<file path="src/sv/welford_running_stats_defines.svh">
// ----------------------------------------------------------------------------
// welford_running_stats_defines.svh
// Assertion macros shared by the running statistics block.
// ----------------------------------------------------------------------------
`ifndef WELFORD_RUNNING_STATS_DEFINES_SVH
`define WELFORD_RUNNING_STATS_DEFINES_SVH

// same-cycle implication, disabled during reset
`define WRS_ASSERT_IMP(lbl, clk, rst, ante, cons, msg) \
   lbl: assert property (@(posedge clk) disable iff (rst) (ante) |-> (cons)) \
      else $error(msg);

// next-cycle implication, disabled during reset
`define WRS_ASSERT_NXT(lbl, clk, rst, ante, cons, msg) \
   lbl: assert property (@(posedge clk) disable iff (rst) (ante) |=> (cons)) \
      else $error(msg);

`endif

</file>
<file path="src/sv/wrs_pkg.sv">
// ----------------------------------------------------------------------------
// wrs_pkg
// Shared constants and control types of the running statistics block.
// ----------------------------------------------------------------------------
package wrs_pkg;

   // default widths
   localparam int SAMPLE_WIDTH_DEF = 16;
   localparam int COUNT_WIDTH_DEF  = 16;

   // register widths and reset values
   localparam int IGNORE_W = 10;
   localparam int RUN_W    = 15;
   localparam int CSR_DATA_W = 15;
   localparam int CSR_IDX_W  = 1;
   localparam logic [IGNORE_W-1:0] IGNORE_RESET     = 10'd50;
   localparam logic [RUN_W-1:0]    RUN_LENGTH_RESET = 15'd100;

   // register indexes
   localparam logic [CSR_IDX_W-1:0] CSR_IGNORE_COUNT = 1'b0;
   localparam logic [CSR_IDX_W-1:0] CSR_RUN_LENGTH   = 1'b1;

   // squared-deviation sum and variance widths
   localparam int M2_W  = 48;
   localparam int VAR_W = 32;
   localparam logic [M2_W-1:0] M2_MAX = {M2_W{1'b1}};

   // commands from the sequencer to each lane
   typedef struct packed {
      logic start;    // take a new sample
      logic var_req;  // finish with a variance division
      logic clear;    // end of run: clear mean and sum
   } lane_ctrl_type;

endpackage

</file>
<file path="src/sv/wrs_req_if.sv">
// ----------------------------------------------------------------------------
// wrs_req_if
// Sample channel: valid/ready with one energy and one magnetization sample.
// ----------------------------------------------------------------------------
interface wrs_req_if #(
   parameter int SAMPLE_WIDTH = 16
);
   logic                           valid;
   logic                           ready;
   logic signed [SAMPLE_WIDTH-1:0] energy_sample;
   logic signed [SAMPLE_WIDTH-1:0] magnet_sample;

   modport source (output valid, output energy_sample, output magnet_sample,
                   input ready);
   modport sink   (input valid, input energy_sample, input magnet_sample,
                   output ready);
endinterface

</file>
<file path="src/sv/wrs_rsp_if.sv">
// ----------------------------------------------------------------------------
// wrs_rsp_if
// Result channel: valid/ready with running means and end-of-run variances.
// ----------------------------------------------------------------------------
interface wrs_rsp_if #(
   parameter int SAMPLE_WIDTH = 16
);
   logic                           valid;
   logic                           ready;
   logic signed [SAMPLE_WIDTH-1:0] mean_energy;
   logic [SAMPLE_WIDTH-2:0]        mean_magnet;
   logic                           in_warmup;
   logic                           run_done;
   logic [31:0]                    energy_var;
   logic [31:0]                    var_magnet;

   modport source (output valid, output mean_energy, output mean_magnet,
                   output in_warmup, output run_done, output energy_var,
                   output var_magnet, input ready);
   modport sink   (input valid, input mean_energy, input mean_magnet,
                   input in_warmup, input run_done, input energy_var,
                   input var_magnet, output ready);
endinterface

</file>
<file path="src/sv/wrs_lane.sv">
// ----------------------------------------------------------------------------
// wrs_lane
// One Welford lane: bit-serial mean division, one multiply, saturating sum
// update and an optional bit-serial variance division.
// ----------------------------------------------------------------------------
module wrs_lane
   import wrs_pkg::*;
#(
   parameter int SAMPLE_WIDTH = SAMPLE_WIDTH_DEF,
   parameter int COUNT_WIDTH  = COUNT_WIDTH_DEF
) (
   input  logic                           clock,
   input  logic                           reset,
   input  lane_ctrl_type                  ctrl,
   input  logic [SAMPLE_WIDTH-1:0]        sample,
   input  logic [COUNT_WIDTH:0]           count_n,
   input  logic [RUN_W-1:0]               run_len,
   output logic                           idle,
   output logic signed [SAMPLE_WIDTH-1:0] mean,
   output logic [VAR_W-1:0]               variance
);

   localparam int SW      = SAMPLE_WIDTH;
   localparam int DW      = SW + 1;
   localparam int PW      = 2 * SW;
   localparam int SUM_W   = ((PW > M2_W) ? PW : M2_W) + 1;
   localparam int REM_W   = COUNT_WIDTH + 1;
   localparam int VREM_W  = M2_W - VAR_W;
   localparam int ITER_MX = (SW > VAR_W) ? SW : VAR_W;
   localparam int CNT_W   = $clog2(ITER_MX + 1);

   localparam logic [2:0] L_IDLE = 3'd0;
   localparam logic [2:0] L_DIV  = 3'd1;
   localparam logic [2:0] L_MEAN = 3'd2;
   localparam logic [2:0] L_MUL  = 3'd3;
   localparam logic [2:0] L_ACC  = 3'd4;
   localparam logic [2:0] L_VSET = 3'd5;
   localparam logic [2:0] L_VDIV = 3'd6;

   logic [2:0]         state_ff, state_in;
   logic [CNT_W-1:0]   cnt_ff, cnt_in;
   logic [SW-1:0]      x_ff, x_in;
   logic [REM_W-1:0]   n_ff, n_in;
   logic [DW-1:0]      delta_ff, delta_in;
   logic [SW-1:0]      quo_ff, quo_in;
   logic [REM_W-1:0]   rem_ff, rem_in;
   logic [SW-1:0]      mean_ff, mean_in;
   logic [PW-1:0]      prod_ff, prod_in;
   logic [M2_W-1:0]    m2_ff, m2_in;
   logic               var_req_ff, var_req_in;
   logic [VREM_W-1:0]  vrem_ff, vrem_in;
   logic [VAR_W-1:0]   vquo_ff, vquo_in;
   logic [VAR_W-1:0]   var_ff, var_in;

   // datapath terms
   logic [DW-1:0]      start_delta, start_abs;
   logic [REM_W:0]     rem_sh;
   logic               div_ge;
   logic [DW-1:0]      delta_abs, q_ext, mean_sum;
   logic [DW-1:0]      delta2, delta2_abs;
   logic [SUM_W-1:0]   m2_sum;
   logic [VREM_W:0]    vrem_sh;
   logic               vdiv_ge;
   logic [VREM_W-1:0]  len_ext;

   always_comb begin
      // delta against the current mean, taken at sample start
      start_delta = {sample[SW-1], sample} - {mean_ff[SW-1], mean_ff};
      start_abs   = start_delta[DW-1] ? (~start_delta + DW'(1)) : start_delta;

      // one restoring step of |delta| / n
      rem_sh = {rem_ff, quo_ff[SW-1]};
      div_ge = rem_sh >= {1'b0, n_ff};

      // signed quotient added to the mean
      delta_abs = delta_ff[DW-1] ? (~delta_ff + DW'(1)) : delta_ff;
      q_ext     = {1'b0, quo_ff};
      mean_sum  = {mean_ff[SW-1], mean_ff} + (delta_ff[DW-1] ? (~q_ext + DW'(1)) : q_ext);

      // second delta against the updated mean
      delta2     = {x_ff[SW-1], x_ff} - {mean_ff[SW-1], mean_ff};
      delta2_abs = delta2[DW-1] ? (~delta2 + DW'(1)) : delta2;

      // saturating sum update
      m2_sum = SUM_W'(m2_ff) + SUM_W'(prod_ff);

      // one restoring step of M2 / run_length
      len_ext = VREM_W'(run_len);
      vrem_sh = {vrem_ff, vquo_ff[VAR_W-1]};
      vdiv_ge = vrem_sh >= {1'b0, len_ext};
   end

   // lane sequencer
   always_comb begin
      state_in   = state_ff;
      cnt_in     = cnt_ff;
      x_in       = x_ff;
      n_in       = n_ff;
      delta_in   = delta_ff;
      quo_in     = quo_ff;
      rem_in     = rem_ff;
      mean_in    = mean_ff;
      prod_in    = prod_ff;
      m2_in      = m2_ff;
      var_req_in = var_req_ff;
      vrem_in    = vrem_ff;
      vquo_in    = vquo_ff;
      var_in     = var_ff;
      prod_in    = delta_abs[SW-1:0] * delta2_abs[SW-1:0];
      case (state_ff)
         L_IDLE: begin
            if (ctrl.clear) begin
               mean_in = '0;
               m2_in   = '0;
            end
            if (ctrl.start) begin
               x_in       = sample;
               n_in       = count_n;
               var_req_in = ctrl.var_req;
               delta_in   = start_delta;
               quo_in     = start_abs[SW-1:0];
               rem_in     = '0;
               cnt_in     = CNT_W'(SW);
               state_in   = L_DIV;
            end
         end
         L_DIV: begin
            rem_in = div_ge ? REM_W'(rem_sh - {1'b0, n_ff}) : rem_sh[REM_W-1:0];
            quo_in = {quo_ff[SW-2:0], div_ge};
            cnt_in = cnt_ff - CNT_W'(1);
            if (cnt_ff == CNT_W'(1)) begin
               state_in = L_MEAN;
            end
         end
         L_MEAN: begin
            mean_in  = mean_sum[SW-1:0];
            state_in = L_MUL;
         end
         L_MUL: begin
            // prod_in carries |delta| * |delta2|
            state_in = L_ACC;
         end
         L_ACC: begin
            m2_in    = (m2_sum > SUM_W'(M2_MAX)) ? M2_MAX : m2_sum[M2_W-1:0];
            state_in = var_req_ff ? L_VSET : L_IDLE;
         end
         L_VSET: begin
            // quotient needs more than VAR_W bits: saturate
            if (m2_ff[M2_W-1:VAR_W] >= len_ext) begin
               var_in   = '1;
               state_in = L_IDLE;
            end else begin
               vrem_in  = m2_ff[M2_W-1:VAR_W];
               vquo_in  = m2_ff[VAR_W-1:0];
               cnt_in   = CNT_W'(VAR_W);
               state_in = L_VDIV;
            end
         end
         L_VDIV: begin
            vrem_in = vdiv_ge ? VREM_W'(vrem_sh - {1'b0, len_ext}) : vrem_sh[VREM_W-1:0];
            vquo_in = {vquo_ff[VAR_W-2:0], vdiv_ge};
            cnt_in  = cnt_ff - CNT_W'(1);
            if (cnt_ff == CNT_W'(1)) begin
               var_in   = {vquo_ff[VAR_W-2:0], vdiv_ge};
               state_in = L_IDLE;
            end
         end
         default: begin
            state_in = L_IDLE;
         end
      endcase
   end

   // control and architectural state
   always_ff @(posedge clock) begin
      if (reset) begin
         state_ff <= L_IDLE;
         mean_ff  <= '0;
         m2_ff    <= '0;
      end else begin
         state_ff <= state_in;
         mean_ff  <= mean_in;
         m2_ff    <= m2_in;
      end
   end

   // working registers
   always_ff @(posedge clock) begin
      cnt_ff     <= cnt_in;
      x_ff       <= x_in;
      n_ff       <= n_in;
      delta_ff   <= delta_in;
      quo_ff     <= quo_in;
      rem_ff     <= rem_in;
      prod_ff    <= prod_in;
      var_req_ff <= var_req_in;
      vrem_ff    <= vrem_in;
      vquo_ff    <= vquo_in;
      var_ff     <= var_in;
   end

   assign idle     = (state_ff == L_IDLE);
   assign mean     = mean_ff;
   assign variance = var_ff;

endmodule

</file>
<file path="src/sv/wrs_merge.sv">
// ----------------------------------------------------------------------------
// wrs_merge
// Merges the two lanes' results into one result item and holds it in the
// output register until the transfer completes.
// ----------------------------------------------------------------------------
module wrs_merge
   import wrs_pkg::*;
#(
   parameter int SAMPLE_WIDTH = SAMPLE_WIDTH_DEF
) (
   input  logic                           clock,
   input  logic                           reset,
   input  logic                           commit,
   input  logic                           warmup,
   input  logic                           done,
   input  logic signed [SAMPLE_WIDTH-1:0] mean_e,
   input  logic signed [SAMPLE_WIDTH-1:0] mean_m,
   input  logic [VAR_W-1:0]               var_e,
   input  logic [VAR_W-1:0]               var_m,
   output logic                           slot_free,
   wrs_rsp_if.source                      rsp_chan
);

   logic                           valid_ff;
   logic signed [SAMPLE_WIDTH-1:0] mean_e_ff;
   logic [SAMPLE_WIDTH-2:0]        mean_m_ff;
   logic                           warm_ff;
   logic                           done_ff;
   logic [VAR_W-1:0]               var_e_ff;
   logic [VAR_W-1:0]               var_m_ff;

   assign slot_free = !valid_ff || rsp_chan.ready;

   // output valid
   always_ff @(posedge clock) begin
      if (reset) begin
         valid_ff <= 1'b0;
      end else if (commit) begin
         valid_ff <= 1'b1;
      end else if (rsp_chan.ready) begin
         valid_ff <= 1'b0;
      end
   end

   // payload: means zero in warm-up, variances only at end of run
   always_ff @(posedge clock) begin
      if (commit) begin
         mean_e_ff <= warmup ? '0 : mean_e;
         mean_m_ff <= warmup ? '0 : mean_m[SAMPLE_WIDTH-2:0];
         warm_ff   <= warmup;
         done_ff   <= done;
         var_e_ff  <= done ? var_e : '0;
         var_m_ff  <= done ? var_m : '0;
      end
   end

   assign rsp_chan.valid       = valid_ff;
   assign rsp_chan.mean_energy = mean_e_ff;
   assign rsp_chan.mean_magnet = mean_m_ff;
   assign rsp_chan.in_warmup   = warm_ff;
   assign rsp_chan.run_done    = done_ff;
   assign rsp_chan.energy_var  = var_e_ff;
   assign rsp_chan.var_magnet  = var_m_ff;

endmodule

</file>
<file path="src/sv/welford_running_stats.sv">
// ----------------------------------------------------------------------------
// welford_running_stats
// Running mean and variance of energy and |magnetization| samples.
// ----------------------------------------------------------------------------
// One sample is taken at a time and gives one result. A warm-up sample
// bypasses the lanes. A counted sample goes through the bit-serial mean
// divider that each of the two lanes runs in parallel; the last sample of a
// run also starts a bit-serial variance division in each lane, which
// saturates instead when the quotient would overflow. The next sample is
// taken once the previous result has moved into the output register, where
// it may still wait. Write ignore_count and run_length
// only while no sample is in flight.
`include "welford_running_stats_defines.svh"

module welford_running_stats
   import wrs_pkg::*;
#(
   parameter int SAMPLE_WIDTH = SAMPLE_WIDTH_DEF,
   parameter int COUNT_WIDTH  = COUNT_WIDTH_DEF
) (
   input  logic                  clock,
   input  logic                  reset,
   wrs_req_if.sink               req_chan,
   wrs_rsp_if.source             rsp_chan,
   input  logic                  csr_wr_en,
   input  logic [CSR_IDX_W-1:0]  csr_index,
   input  logic [CSR_DATA_W-1:0] csr_wr_data
);

   localparam int SW    = SAMPLE_WIDTH;
   localparam int CW    = COUNT_WIDTH;
   localparam int CMP_W = ((CW > IGNORE_W) ? CW : IGNORE_W) + 1;
   localparam int LEN_W = ((CW + 1) > RUN_W) ? (CW + 1) : RUN_W;

   localparam logic [1:0] S_IDLE = 2'd0;
   localparam logic [1:0] S_RUN  = 2'd1;
   localparam logic [1:0] S_FIN  = 2'd2;

   logic [IGNORE_W-1:0] ignore_ff;
   logic [RUN_W-1:0]    run_ff;
   logic [CW-1:0]       count_ff, count_in;
   logic [1:0]          state_ff, state_in;
   logic                warm_ff, warm_in;
   logic                done_ff, done_in;

   logic                accept, commit, slot_free;
   logic                warm_now, done_now;
   logic [CMP_W-1:0]    n_wide;
   logic [CW:0]         count_n;
   logic [RUN_W-1:0]    run_len;
   logic [SW-1:0]       mag_abs;
   logic                lane_e_idle, lane_m_idle;
   logic signed [SW-1:0] mean_e, mean_m;
   logic [VAR_W-1:0]    var_e, var_m;
   lane_ctrl_type       lane_ctrl;
   logic                lanes_idle, run_end, rsp_warm, rsp_blank;

   // configuration registers
   always_ff @(posedge clock) begin
      if (reset) begin
         ignore_ff <= IGNORE_RESET;
         run_ff    <= RUN_LENGTH_RESET;
      end else if (csr_wr_en) begin
         case (csr_index)
            CSR_IGNORE_COUNT: ignore_ff <= csr_wr_data[IGNORE_W-1:0];
            CSR_RUN_LENGTH:   run_ff    <= csr_wr_data[RUN_W-1:0];
            default: begin
            end
         endcase
      end
   end

   // sample classification
   always_comb begin
      run_len  = (run_ff == '0) ? RUN_W'(1) : run_ff;
      warm_now = CMP_W'(count_ff) < CMP_W'(ignore_ff);
      n_wide   = CMP_W'(count_ff) - CMP_W'(ignore_ff) + CMP_W'(1);
      count_n  = n_wide[CW:0];
      done_now = LEN_W'(count_n) >= LEN_W'(run_len);
   end

   // |magnetization|, most negative value saturates
   always_comb begin
      if (req_chan.magnet_sample == {1'b1, {(SW-1){1'b0}}}) begin
         mag_abs = {1'b0, {(SW-1){1'b1}}};
      end else if (req_chan.magnet_sample[SW-1]) begin
         mag_abs = ~req_chan.magnet_sample + SW'(1);
      end else begin
         mag_abs = req_chan.magnet_sample;
      end
   end

   assign accept         = req_chan.valid && req_chan.ready;
   assign req_chan.ready = (state_ff == S_IDLE);
   assign commit         = (state_ff == S_FIN) && slot_free;

   always_comb begin
      lane_ctrl.start   = accept && !warm_now;
      lane_ctrl.var_req = done_now;
      lane_ctrl.clear   = commit && done_ff;
   end

   // sequencer and sample counter
   always_comb begin
      state_in = state_ff;
      count_in = count_ff;
      warm_in  = warm_ff;
      done_in  = done_ff;
      case (state_ff)
         S_IDLE: begin
            if (accept) begin
               warm_in = warm_now;
               done_in = !warm_now && done_now;
               if (!warm_now && done_now) begin
                  count_in = '0;
               end else if (count_ff != '1) begin
                  count_in = count_ff + CW'(1);
               end
               state_in = warm_now ? S_FIN : S_RUN;
            end
         end
         S_RUN: begin
            if (lane_e_idle && lane_m_idle) begin
               state_in = S_FIN;
            end
         end
         S_FIN: begin
            if (slot_free) begin
               state_in = S_IDLE;
            end
         end
         default: begin
            state_in = S_IDLE;
         end
      endcase
   end

   always_ff @(posedge clock) begin
      if (reset) begin
         state_ff <= S_IDLE;
         count_ff <= '0;
         warm_ff  <= 1'b0;
         done_ff  <= 1'b0;
      end else begin
         state_ff <= state_in;
         count_ff <= count_in;
         warm_ff  <= warm_in;
         done_ff  <= done_in;
      end
   end

   // energy lane
   wrs_lane #(
      .SAMPLE_WIDTH (SW),
      .COUNT_WIDTH  (CW)
   ) u_lane_e (
      .clock    (clock),
      .reset    (reset),
      .ctrl     (lane_ctrl),
      .sample   (req_chan.energy_sample),
      .count_n  (count_n),
      .run_len  (run_len),
      .idle     (lane_e_idle),
      .mean     (mean_e),
      .variance (var_e)
   );

   // magnetization lane
   wrs_lane #(
      .SAMPLE_WIDTH (SW),
      .COUNT_WIDTH  (CW)
   ) u_lane_m (
      .clock    (clock),
      .reset    (reset),
      .ctrl     (lane_ctrl),
      .sample   (mag_abs),
      .count_n  (count_n),
      .run_len  (run_len),
      .idle     (lane_m_idle),
      .mean     (mean_m),
      .variance (var_m)
   );

   // result merge and output register
   wrs_merge #(
      .SAMPLE_WIDTH (SW)
   ) u_merge (
      .clock     (clock),
      .reset     (reset),
      .commit    (commit),
      .warmup    (warm_ff),
      .done      (done_ff),
      .mean_e    (mean_e),
      .mean_m    (mean_m),
      .var_e     (var_e),
      .var_m     (var_m),
      .slot_free (slot_free),
      .rsp_chan  (rsp_chan)
   );

   // check terms
   assign lanes_idle = lane_e_idle && lane_m_idle;
   assign run_end    = accept && !warm_now && done_now;
   assign rsp_warm   = rsp_chan.valid && rsp_chan.in_warmup;
   assign rsp_blank  = (rsp_chan.mean_energy == '0) && (rsp_chan.mean_magnet == '0)
                       && !rsp_chan.run_done;

   // checks
   `WRS_ASSERT_IMP(a_start_idle, clock, reset, lane_ctrl.start, lanes_idle, "lane busy at start")
   `WRS_ASSERT_NXT(a_commit_valid, clock, reset, commit, rsp_chan.valid, "result not presented")
   `WRS_ASSERT_NXT(a_run_end_clear, clock, reset, run_end, count_ff == '0, "count not cleared")
   `WRS_ASSERT_IMP(a_warm_zero, clock, reset, rsp_warm, rsp_blank, "warm-up result not blank")

endmodule
</file>
<file path="src/flat_wrapper.sv">
// flat-port wrapper written by rule: the top's interface ports become plain ports
module welford_running_stats_flat import wrs_pkg::*;
#(
   parameter int SAMPLE_WIDTH = SAMPLE_WIDTH_DEF,
   parameter int COUNT_WIDTH  = COUNT_WIDTH_DEF
)
  (clock, reset, csr_wr_en, csr_index, csr_wr_data, req_chan_valid, req_chan_energy_sample, req_chan_magnet_sample, req_chan_ready, rsp_chan_valid, rsp_chan_mean_energy, rsp_chan_mean_magnet, rsp_chan_in_warmup, rsp_chan_run_done, rsp_chan_energy_var, rsp_chan_var_magnet, rsp_chan_ready);
  wrs_req_if #(.SAMPLE_WIDTH(SAMPLE_WIDTH)) req_chan_i ();
  wrs_rsp_if #(.SAMPLE_WIDTH(SAMPLE_WIDTH)) rsp_chan_i ();
  input  logic clock;
  input  logic reset;
  input  logic csr_wr_en;
  input  logic [CSR_IDX_W-1:0] csr_index;
  input  logic [CSR_DATA_W-1:0] csr_wr_data;
  input wire logic [$bits(req_chan_i.valid)-1:0] req_chan_valid;
  input wire logic [$bits(req_chan_i.energy_sample)-1:0] req_chan_energy_sample;
  input wire logic [$bits(req_chan_i.magnet_sample)-1:0] req_chan_magnet_sample;
  output wire logic [$bits(req_chan_i.ready)-1:0] req_chan_ready;
  output wire logic [$bits(rsp_chan_i.valid)-1:0] rsp_chan_valid;
  output wire logic [$bits(rsp_chan_i.mean_energy)-1:0] rsp_chan_mean_energy;
  output wire logic [$bits(rsp_chan_i.mean_magnet)-1:0] rsp_chan_mean_magnet;
  output wire logic [$bits(rsp_chan_i.in_warmup)-1:0] rsp_chan_in_warmup;
  output wire logic [$bits(rsp_chan_i.run_done)-1:0] rsp_chan_run_done;
  output wire logic [$bits(rsp_chan_i.energy_var)-1:0] rsp_chan_energy_var;
  output wire logic [$bits(rsp_chan_i.var_magnet)-1:0] rsp_chan_var_magnet;
  input wire logic [$bits(rsp_chan_i.ready)-1:0] rsp_chan_ready;
  assign req_chan_i.valid = req_chan_valid;
  assign req_chan_i.energy_sample = req_chan_energy_sample;
  assign req_chan_i.magnet_sample = req_chan_magnet_sample;
  assign req_chan_ready = req_chan_i.ready;
  assign rsp_chan_valid = rsp_chan_i.valid;
  assign rsp_chan_mean_energy = rsp_chan_i.mean_energy;
  assign rsp_chan_mean_magnet = rsp_chan_i.mean_magnet;
  assign rsp_chan_in_warmup = rsp_chan_i.in_warmup;
  assign rsp_chan_run_done = rsp_chan_i.run_done;
  assign rsp_chan_energy_var = rsp_chan_i.energy_var;
  assign rsp_chan_var_magnet = rsp_chan_i.var_magnet;
  assign rsp_chan_i.ready = rsp_chan_ready;
  welford_running_stats #(.SAMPLE_WIDTH(SAMPLE_WIDTH), .COUNT_WIDTH(COUNT_WIDTH)) u_core (.clock(clock), .reset(reset), .req_chan(req_chan_i), .rsp_chan(rsp_chan_i), .csr_wr_en(csr_wr_en), .csr_index(csr_index), .csr_wr_data(csr_wr_data));
endmodule
</file>
<file path="config.mk">
export PLATFORM = sky130hd
export DESIGN_NAME = welford_running_stats_flat
export DESIGN_NICKNAME = d
export VERILOG_FILES = /design/src/sv/wrs_pkg.sv /design/src/sv/wrs_req_if.sv /design/src/sv/wrs_rsp_if.sv /design/src/sv/wrs_lane.sv /design/src/sv/wrs_merge.sv /design/src/sv/welford_running_stats.sv /design/src/flat_wrapper.sv
export VERILOG_INCLUDE_DIRS = /design/src /design/src/sv
export SDC_FILE = /design/constraint.sdc
export NUM_CORES = 2
export LEC_CHECK = 0
export BUFFER_PORTS_ARGS = -buffer_cell sky130_fd_sc_hd__buf_2
export CAP_MARGIN = 10
export CORE_ASPECT_RATIO = 1.1
export CORE_UTILIZATION = 50
export CTS_CLUSTER_SIZE = 20
export DETAILED_ROUTE_END_ITERATION = 7
export PLACE_DENSITY = 0.69
export SKIP_LAST_GASP = 1
export SLEW_MARGIN = 0
export SYNTH_ARGS = -nofsm -noshare
export SYNTH_HDL_FRONTEND = slang
export SYNTH_HIERARCHICAL = 1
export SYNTH_SLANG_ARGS = --single-unit
</file>
<file path="constraint.sdc">
create_clock -name clock -period 8.3 [get_ports clock]
set_clock_uncertainty 0.05 [all_clocks]
set_input_delay 1.66 -clock clock [delete_from_list [all_inputs] [get_ports clock]]
set_output_delay 1.66 -clock clock [all_outputs]
set_load 0.05 [all_outputs]
</file>
Word-level counts from Yosys, hierarchy flattened
Index checks and enable logic that the tools add are counted.
{"block": "word_totals", "input_bits": 53, "output_inout_bits": 99, "ff_bits": 681}
{"block": "op_classes", "bitwise": 10, "n_reduce_logical": 48, "eq_ne": 33, "order_cmp": 10, "mux": 69, "n_mul": 2, "addsub": 26}
{"operator": "two-way mux 16 bit", "n": 19}
{"operator": "case mux 32 bit (2 select lines)", "n": 4}
{"operator": "two-way mux 32 bit", "n": 6}
{"operator": "case mux 16 bit (2 select lines)", "n": 6}
{"operator": "case mux 48 bit (2 select lines)", "n": 2}
{"operator": "adder 16 x 1 -> 16 bit, second input constant", "n": 9}
{"operator": "two-way mux 48 bit", "n": 3}
{"operator": "inverter 16 bit", "n": 9}
{"operator": "adder 48 x 32 -> 49 bit", "n": 2}
{"operator": "greater-than comparator 49 x 48 -> 1 bit, second input constant", "n": 2}
{"operator": "case mux 17 bit (2 select lines)", "n": 2}
{"operator": "subtractor 16 x 16 -> 17 bit", "n": 4}
{"operator": "multiplier 16 x 16 -> 32 bit", "n": 2}
{"operator": ">= comparator 17 x 15 -> 1 bit", "n": 3}
{"operator": "two-way mux 17 bit", "n": 3}
{"operator": "case mux 3 bit (7 select lines)", "n": 2}
{"operator": ">= comparator 18 x 17 -> 1 bit", "n": 2}
{"operator": "case mux 6 bit (3 select lines)", "n": 2}
{"operator": "subtractor 17 bit", "n": 2}
{"operator": "adder 16 bit", "n": 2}
{"operator": ">= comparator 16 x 15 -> 1 bit", "n": 2}
{"operator": "subtractor 16 x 15 -> 16 bit", "n": 2}
{"operator": "two-way mux 3 bit", "n": 9}
{"operator": "inequality test 2 bit, second input constant", "n": 13}
{"operator": "other kinds (31)", "n": 86}

Logic depth before layout (Yosys ltp)
{"block": "logic_depth", "depth_word": 10, "mapped_depth": 37, "mapped_depth_nobuf": 34}

Cells and area by module
The synthesis kept the hierarchy.
{"module": "wrs_lane at u_core.u_lane_e", "cells_per_inst": 2936, "n_inst": 1, "area_per_inst_um2": 26235.2, "seq_area_each_um2": 7086.8}
{"module": "wrs_lane at u_core.u_lane_m", "cells_per_inst": 2831, "n_inst": 1, "area_per_inst_um2": 25635.8, "seq_area_each_um2": 7086.8}
{"module": "welford_running_stats", "cells_per_inst": 520, "n_inst": 1, "area_per_inst_um2": 3970.1, "seq_area_each_um2": 900.9}
{"module": "wrs_merge", "cells_per_inst": 205, "n_inst": 1, "area_per_inst_um2": 3667.3, "seq_area_each_um2": 2932.8}

Least setup slack after synthesis
No wires, ideal clock.
{"block": "synth_timing", "kind": "flip-flop to flip-flop", "from": "register u_core.u_lane_e.mean_ff[0] (netlist: u_core/u_lane_e/mean[0])", "to": "register u_core.u_lane_e.prod_ff[30]", "arrival_ps": 8424, "setup_ps": 72, "t_required_ps": 8178, "setup_slack_ps": -246, "stages_incl_launch_ff": 35, "path_cell_list": "dfxtp_1 -> ha_1 -> fa_1 -> nand2b_1 -> a21boi_1 -> o21ai_0 -> a21oi_1 -> o211ai_1 -> a21o_1 -> a21oi_1 -> buf_2 -> or3_1 -> clkbuf_1 -> clkbuf_1 -> a21oi_1 -> fa_1 -> inv_1 -> fa_1 -> inv_1 -> fa_1 -> fa_1 -> inv_1 -> fa_1 -> fa_1 -> inv_1 -> ha_1 -> a21oi_1 -> o21ai_0 -> a211oi_1 -> o41ai_1 -> a221o_1 -> o21ba_2 -> a41o_1 -> o41ai_1 -> xnor2_1"}
{"block": "synth_between", "elab_chain_cells": 5}
{"item": "start: declaration", "line_no": "wrs_lane.sv:47", "source": "logic [SW-1:0] mean_ff, mean_in;"}
{"item": "start signal: assignment", "line_no": "wrs_lane.sv:182", "source": "mean_ff <= mean_in;"}
{"item": "subtractor 16 x 16 -> 17 bit (*)", "line_no": "wrs_lane.sv:81", "source": "delta2 = {x_ff[SW-1], x_ff} - {mean_ff[SW-1], mean_ff};"}
{"item": "inverter 16 bit", "line_no": "wrs_lane.sv:82", "source": "delta2_abs = delta2[DW-1] ? (~delta2 + DW'(1)) : delta2;"}
{"item": "adder 16 x 1 -> 16 bit", "line_no": "wrs_lane.sv:82"}
{"item": "two-way mux 16 bit (*)", "line_no": "wrs_lane.sv:82"}
{"item": "multiplier 16 x 16 -> 32 bit (*)", "line_no": "wrs_lane.sv:109", "source": "prod_in = delta_abs[SW-1:0] * delta2_abs[SW-1:0];"}
{"item": "named net u_core.u_lane_e.prod_in[30]", "line_no": "wrs_lane.sv:48", "source": "logic [PW-1:0] prod_ff, prod_in;"}
{"item": "end signal: assignment", "line_no": "wrs_lane.sv:195", "source": "prod_ff <= prod_in;"}
{"item": "end: declaration", "line_no": "wrs_lane.sv:48"}
Mark *: on every way through the listed nets, which the timed path passes. The rest lies on a longest branch.
A chain may end at the register's enable or synchronous reset.

Worst setup path in the final report
{"block": "layout_timing", "from": "register u_core.u_lane_e.mean_ff[8] (netlist: u_core/u_lane_e/mean[8])", "to": "register u_core.u_lane_e.prod_ff[30]"}
Same word-level chain as after synthesis.

==> summary.txt <==
Drt
  • Routed Wire Length: 161 mm
  • DR iter-0 viols: 3333
  • # DRC: 0
  • Drt wl/cell: 18.9 microns
  • Vias per cell: 5.65
  • DR vias: 48200
  • Detailed Routing Iterations Pass 1: 6
  • ANT nets after route: 0

Worst setup path
  • Critical path capture point type: flip-flop
  • Critical-path top delay cell: fa_1
  • WP data required: 8790 ps
  • Worst R2R Path Depth: 32
  • CP Launch Type: flip-flop
  • FF-to-FF Start: u_core/u_lane_e/mean[8]$_SDFFE_PP0P_
  • Type of the worst setup path: flip-flop to flip-flop
  • Flop-to-flop setup slack: -50 ps
  • CP arrival: 8840 ps
  • CP Buf/Inv Count: 7
  • Max stage delay on crit path: 570 ps
  • Crit-path leading delay family: adder cells
  • Worst Path Max Fanout: 6
  • RR Endpoint: u_core/u_lane_e/prod_ff[30]$_DFF_P_
  • CP most frequent cell: fa_1

STA
  • Setup WS post-layout: -53.9 ps
  • Fin crit period: 8350 ps
  • Max_slew headroom: 12.2%
  • Slew Limit Fails: 0
  • Total Neg Setup Slack: -53.9 ps
  • Slew @ Worst Pin: 1310 ps
  • Highest Clock Rate: 0.120 GHz
  • Period Utilization, post-route: 101%
  • Setup violators final: 1
  • RSZ-0062 raised after global routing: true
  • Final hold viol count: 0

Yosys
  • Synth area leaders: edfxtp_1, fa_1, ha_1
  • Sequential fraction of the synthesis area: 30.3%
  • Synthesized Nets: 7475
  • Avg Inst Size Synth: 9.17 sq um
  • Share of the synthesized area in the top cell type: 22.1%
  • Post-synth ARST share: 0%
  • Dominant cell type by area after synthesis: edfxtp_1
  • Synth unique cells: 117
  • Post-synthesis cell count: 6492
  • Synth Register Bits: 681
  • Predominant post-synthesis flop cell: edfxtp_1
  • Yosys warnings: 6
  • Mapped Area: 59500 sq um
  • EDFF count, synth: 437

Global routing
  • Vias in the first global route: 48000
  • GRT Util Overall: 26.5%
  • Antenna violations before repair: 7
  • GR Overflow Total: 0
  • First-pass GRT wire length: 253 mm
  • Largest net degree at the start of global routing: 77

Floorplan
  • Chip height: 364 microns
  • Core box area: 118000 sq um
  • Initial Util: 50.5%
  • Row cnt: 132
  • IO Pins: 152
  • Die X: 331 microns
  • Full die area: 120000 sq um

Clock tree
  • Htree depth: 3
  • CTS Buf Count: 77
  • Clock Latency Late Sink: 680 ps
  • Clk sinks: 681
  • Max clock buf depth: 3
  • Clock Tree Root: clkbuf_16
  • Clk pin slew, worst setup/hold paths: 60 ps
  • Hold buffer count at CTS: 0
  • TritonCTS clock tree: done

Power and ir drop
  • P_int: 0.00648 W
  • Pwr per Cell Area: 133 nW/um^2
  • Part of the power in the clock network: 38.1%
  • Switching Share: 28.8%
  • P_sw: 0.00263 W
  • Worst VDD drop: 0.143 mV
  • Sequential Power Share: 41.6%
  • Comb power frac: 20.3%
  • LEAKAGE: 30.3 nW

Placement
  • IO buf count: 151
  • Setup slack at placement: -300 ps
  • Placed cells: 8316
  • Gp weighted congestion: 0.965
  • HPWL after detailed placement: 125 mm
  • Placed inst area: 64200 sq um

Run status
  • Status: finished with violations
  • Failing checks: negative setup slack

Hold path
  • Hold Crit Start: u_core/u_lane_m/m2_ff[13]$_SDFFE_PP0P_
  • Worst Hold Class: flip-flop to flip-flop
  • Worst Hold End: u_core/u_lane_m/m2_ff[13]$_SDFFE_PP0P_
  • Hold Path Stages: 2

Layout
  • NumNets Final: 7896
  • Most common cell after layout, fill and taps aside: nand2_1
  • Ratio of cells with drive above 1 in the final layout: 15.0%
  • Design area: 68300 sq um
  • Most frequent cells in the layout: nand2_1, inv_1, ha_1, edfxtp_1, buf_4
  • Final Non-Filler Cells: 8518
  • Synthesis-to-layout area growth: 14.8%
  • Fillcell total: 10300
  • Multi-input gate area: 38800 sq um
  • Reg area: 18000 sq um
  • N_diodes: 0
  • Core Util, Final: 57.9%

Flow run
  • Max-cap violations: 0
[how the worst max path moves through the flow]
| stage | startpoint | to | slack (ps) | cells past startpoint |
|---|---|---|---|---|
| after global placement | u_core/u_lane_m/x_ff[0]$_DFFE_PP_ | u_core/u_lane_m/prod_ff[31]$_DFF_P_ | -170 | 36 |
| final | u_core/u_lane_e/mean[8]$_SDFFE_PP0P_ | u_core/u_lane_e/prod_ff[30]$_DFF_P_ | -50 | 32 |
| after global routing | u_core/u_lane_e/x_ff[0]$_DFFE_PP_ | u_core/u_lane_e/prod_ff[30]$_DFF_P_ | -340 | 32 |
| after floorplan | u_core/u_lane_m/mean[1]$_SDFFE_PP0P_ | u_core/u_lane_m/prod_ff[31]$_DFF_P_ | 2 | 31 |
| after CTS | u_core/u_lane_e/x_ff[0]$_DFFE_PP_ | u_core/u_lane_e/prod_ff[30]$_DFF_P_ | -180 | 30 |
| after detailed placement | u_core/u_lane_e/mean[1]$_SDFFE_PP0P_ | u_core/u_lane_e/prod_ff[30]$_DFF_P_ | -300 | 28 |
[registers in the layout, summed over array words and instances, names as in the netlist, 32 cells and up]
signal                              count
u_core/u_lane_m/m2_ff                  48
u_core/u_lane_m/vquo_ff                32
u_core/u_merge/rsp_chan.energy_var     32
u_core/u_lane_e/vquo_ff                32
u_core/u_lane_m/prod_ff                32
u_core/u_lane_e/m2_ff                  48
u_core/u_lane_e/variance               32
u_core/u_lane_m/variance               32
u_core/u_merge/rsp_chan.var_magnet     32
u_core/u_lane_e/prod_ff                32
[area by class of cell]
cell class,count,area share [%]
clock inverter,42,0.650
inverter,754,4.14
multi-input combinational,4828,56.8
timing repair buffer,571,6.04
tap,1541,2.82
clock buffer,101,3.12
sequential,681,26.4
[logic make-up (layout without fill, tap and decap cells)]
family / after synthesis / in the layout / synth area share (%)
AO/OA/AOI/OAI: 1367 / 1367 / 14.9
XOR/XNOR: 365 / 365 / 5.40
multiplexers: 76 / 76 / 1.28
buffers and inverters: 984 / 1468 / 6.38
AND/OR/NAND/NOR: 2089 / 2090 / 17.1
adder cells (fa/ha/maj): 930 / 930 / 24.7
flip-flops: 681 / 681 / 30.3
[timing repair]
| action | 4_1_cts | 5_1_grt |
|---|---|---|
| setup endpoints to repair | 13 | 29 |
| cloned | 0 | 2 |
| buffers inserted | 18 | 45 |
| pin swaps | 49 | 141 |
| resized for setup | 52 | 200 |
[stage by stage]
stage	power (W)	hold WS, ps
6_report	0.00911	408
5_1_grt	0.00952	430
4_1_cts	0.00909	407
3_5_place_dp	0.00553	399
3_3_place_gp	0.00550	394
2_1_floorplan	0.00502	385
[power by group through the flow]
stage | clock network [W] | registers (W) | logic, W
2_1_floorplan | 0 | 0.00389 | 0.00113
3_3_place_gp | 0 | 0.00386 | 0.00164
3_5_place_dp | 0 | 0.00386 | 0.00167
4_1_cts | 0.00356 | 0.00379 | 0.00174
5_1_grt | 0.00369 | 0.00379 | 0.00204
6_report | 0.00347 | 0.00379 | 0.00185
[cell usage after synthesis, types with 74 or more instances]
library cell,instances
nand2_1,810
inv_1,751
ha_1,525
edfxtp_1,437
fa_1,405
nor2_1,382
a21oi_1,330
o21ai_0,307
xnor2_1,245
dfxtp_1,244
clkbuf_1,187
nand2b_1,153
a21o_1,141
xor2_1,118
nor3_1,106
nand3_1,99
and2_1,97
o21a_1,88
nor2b_1,84
mux2i_1,74
[tightest hold or removal path, stage by stage, from the launching register on]
cell and delay (ps):
dfxtp_1 320, nand2_1 60, nand2_1 40
[per-layer routing]
| layer | track usage [%] | vias to the layer above | part of all wire [%] |
|---|---|---|---|
| li1 | - | 23100 | - |
| met1 | 33.2 | 23300 | 42 |
| met2 | 46.2 | 1421 | 49 |
| met3 | 3.30 | 343 | 5.5 |
| met4 | 10.3 | 2 | 4.1 |
| met5 | 0 | - | 0.0087 |
Note: power is estimated with default switching activity, not from simulation.
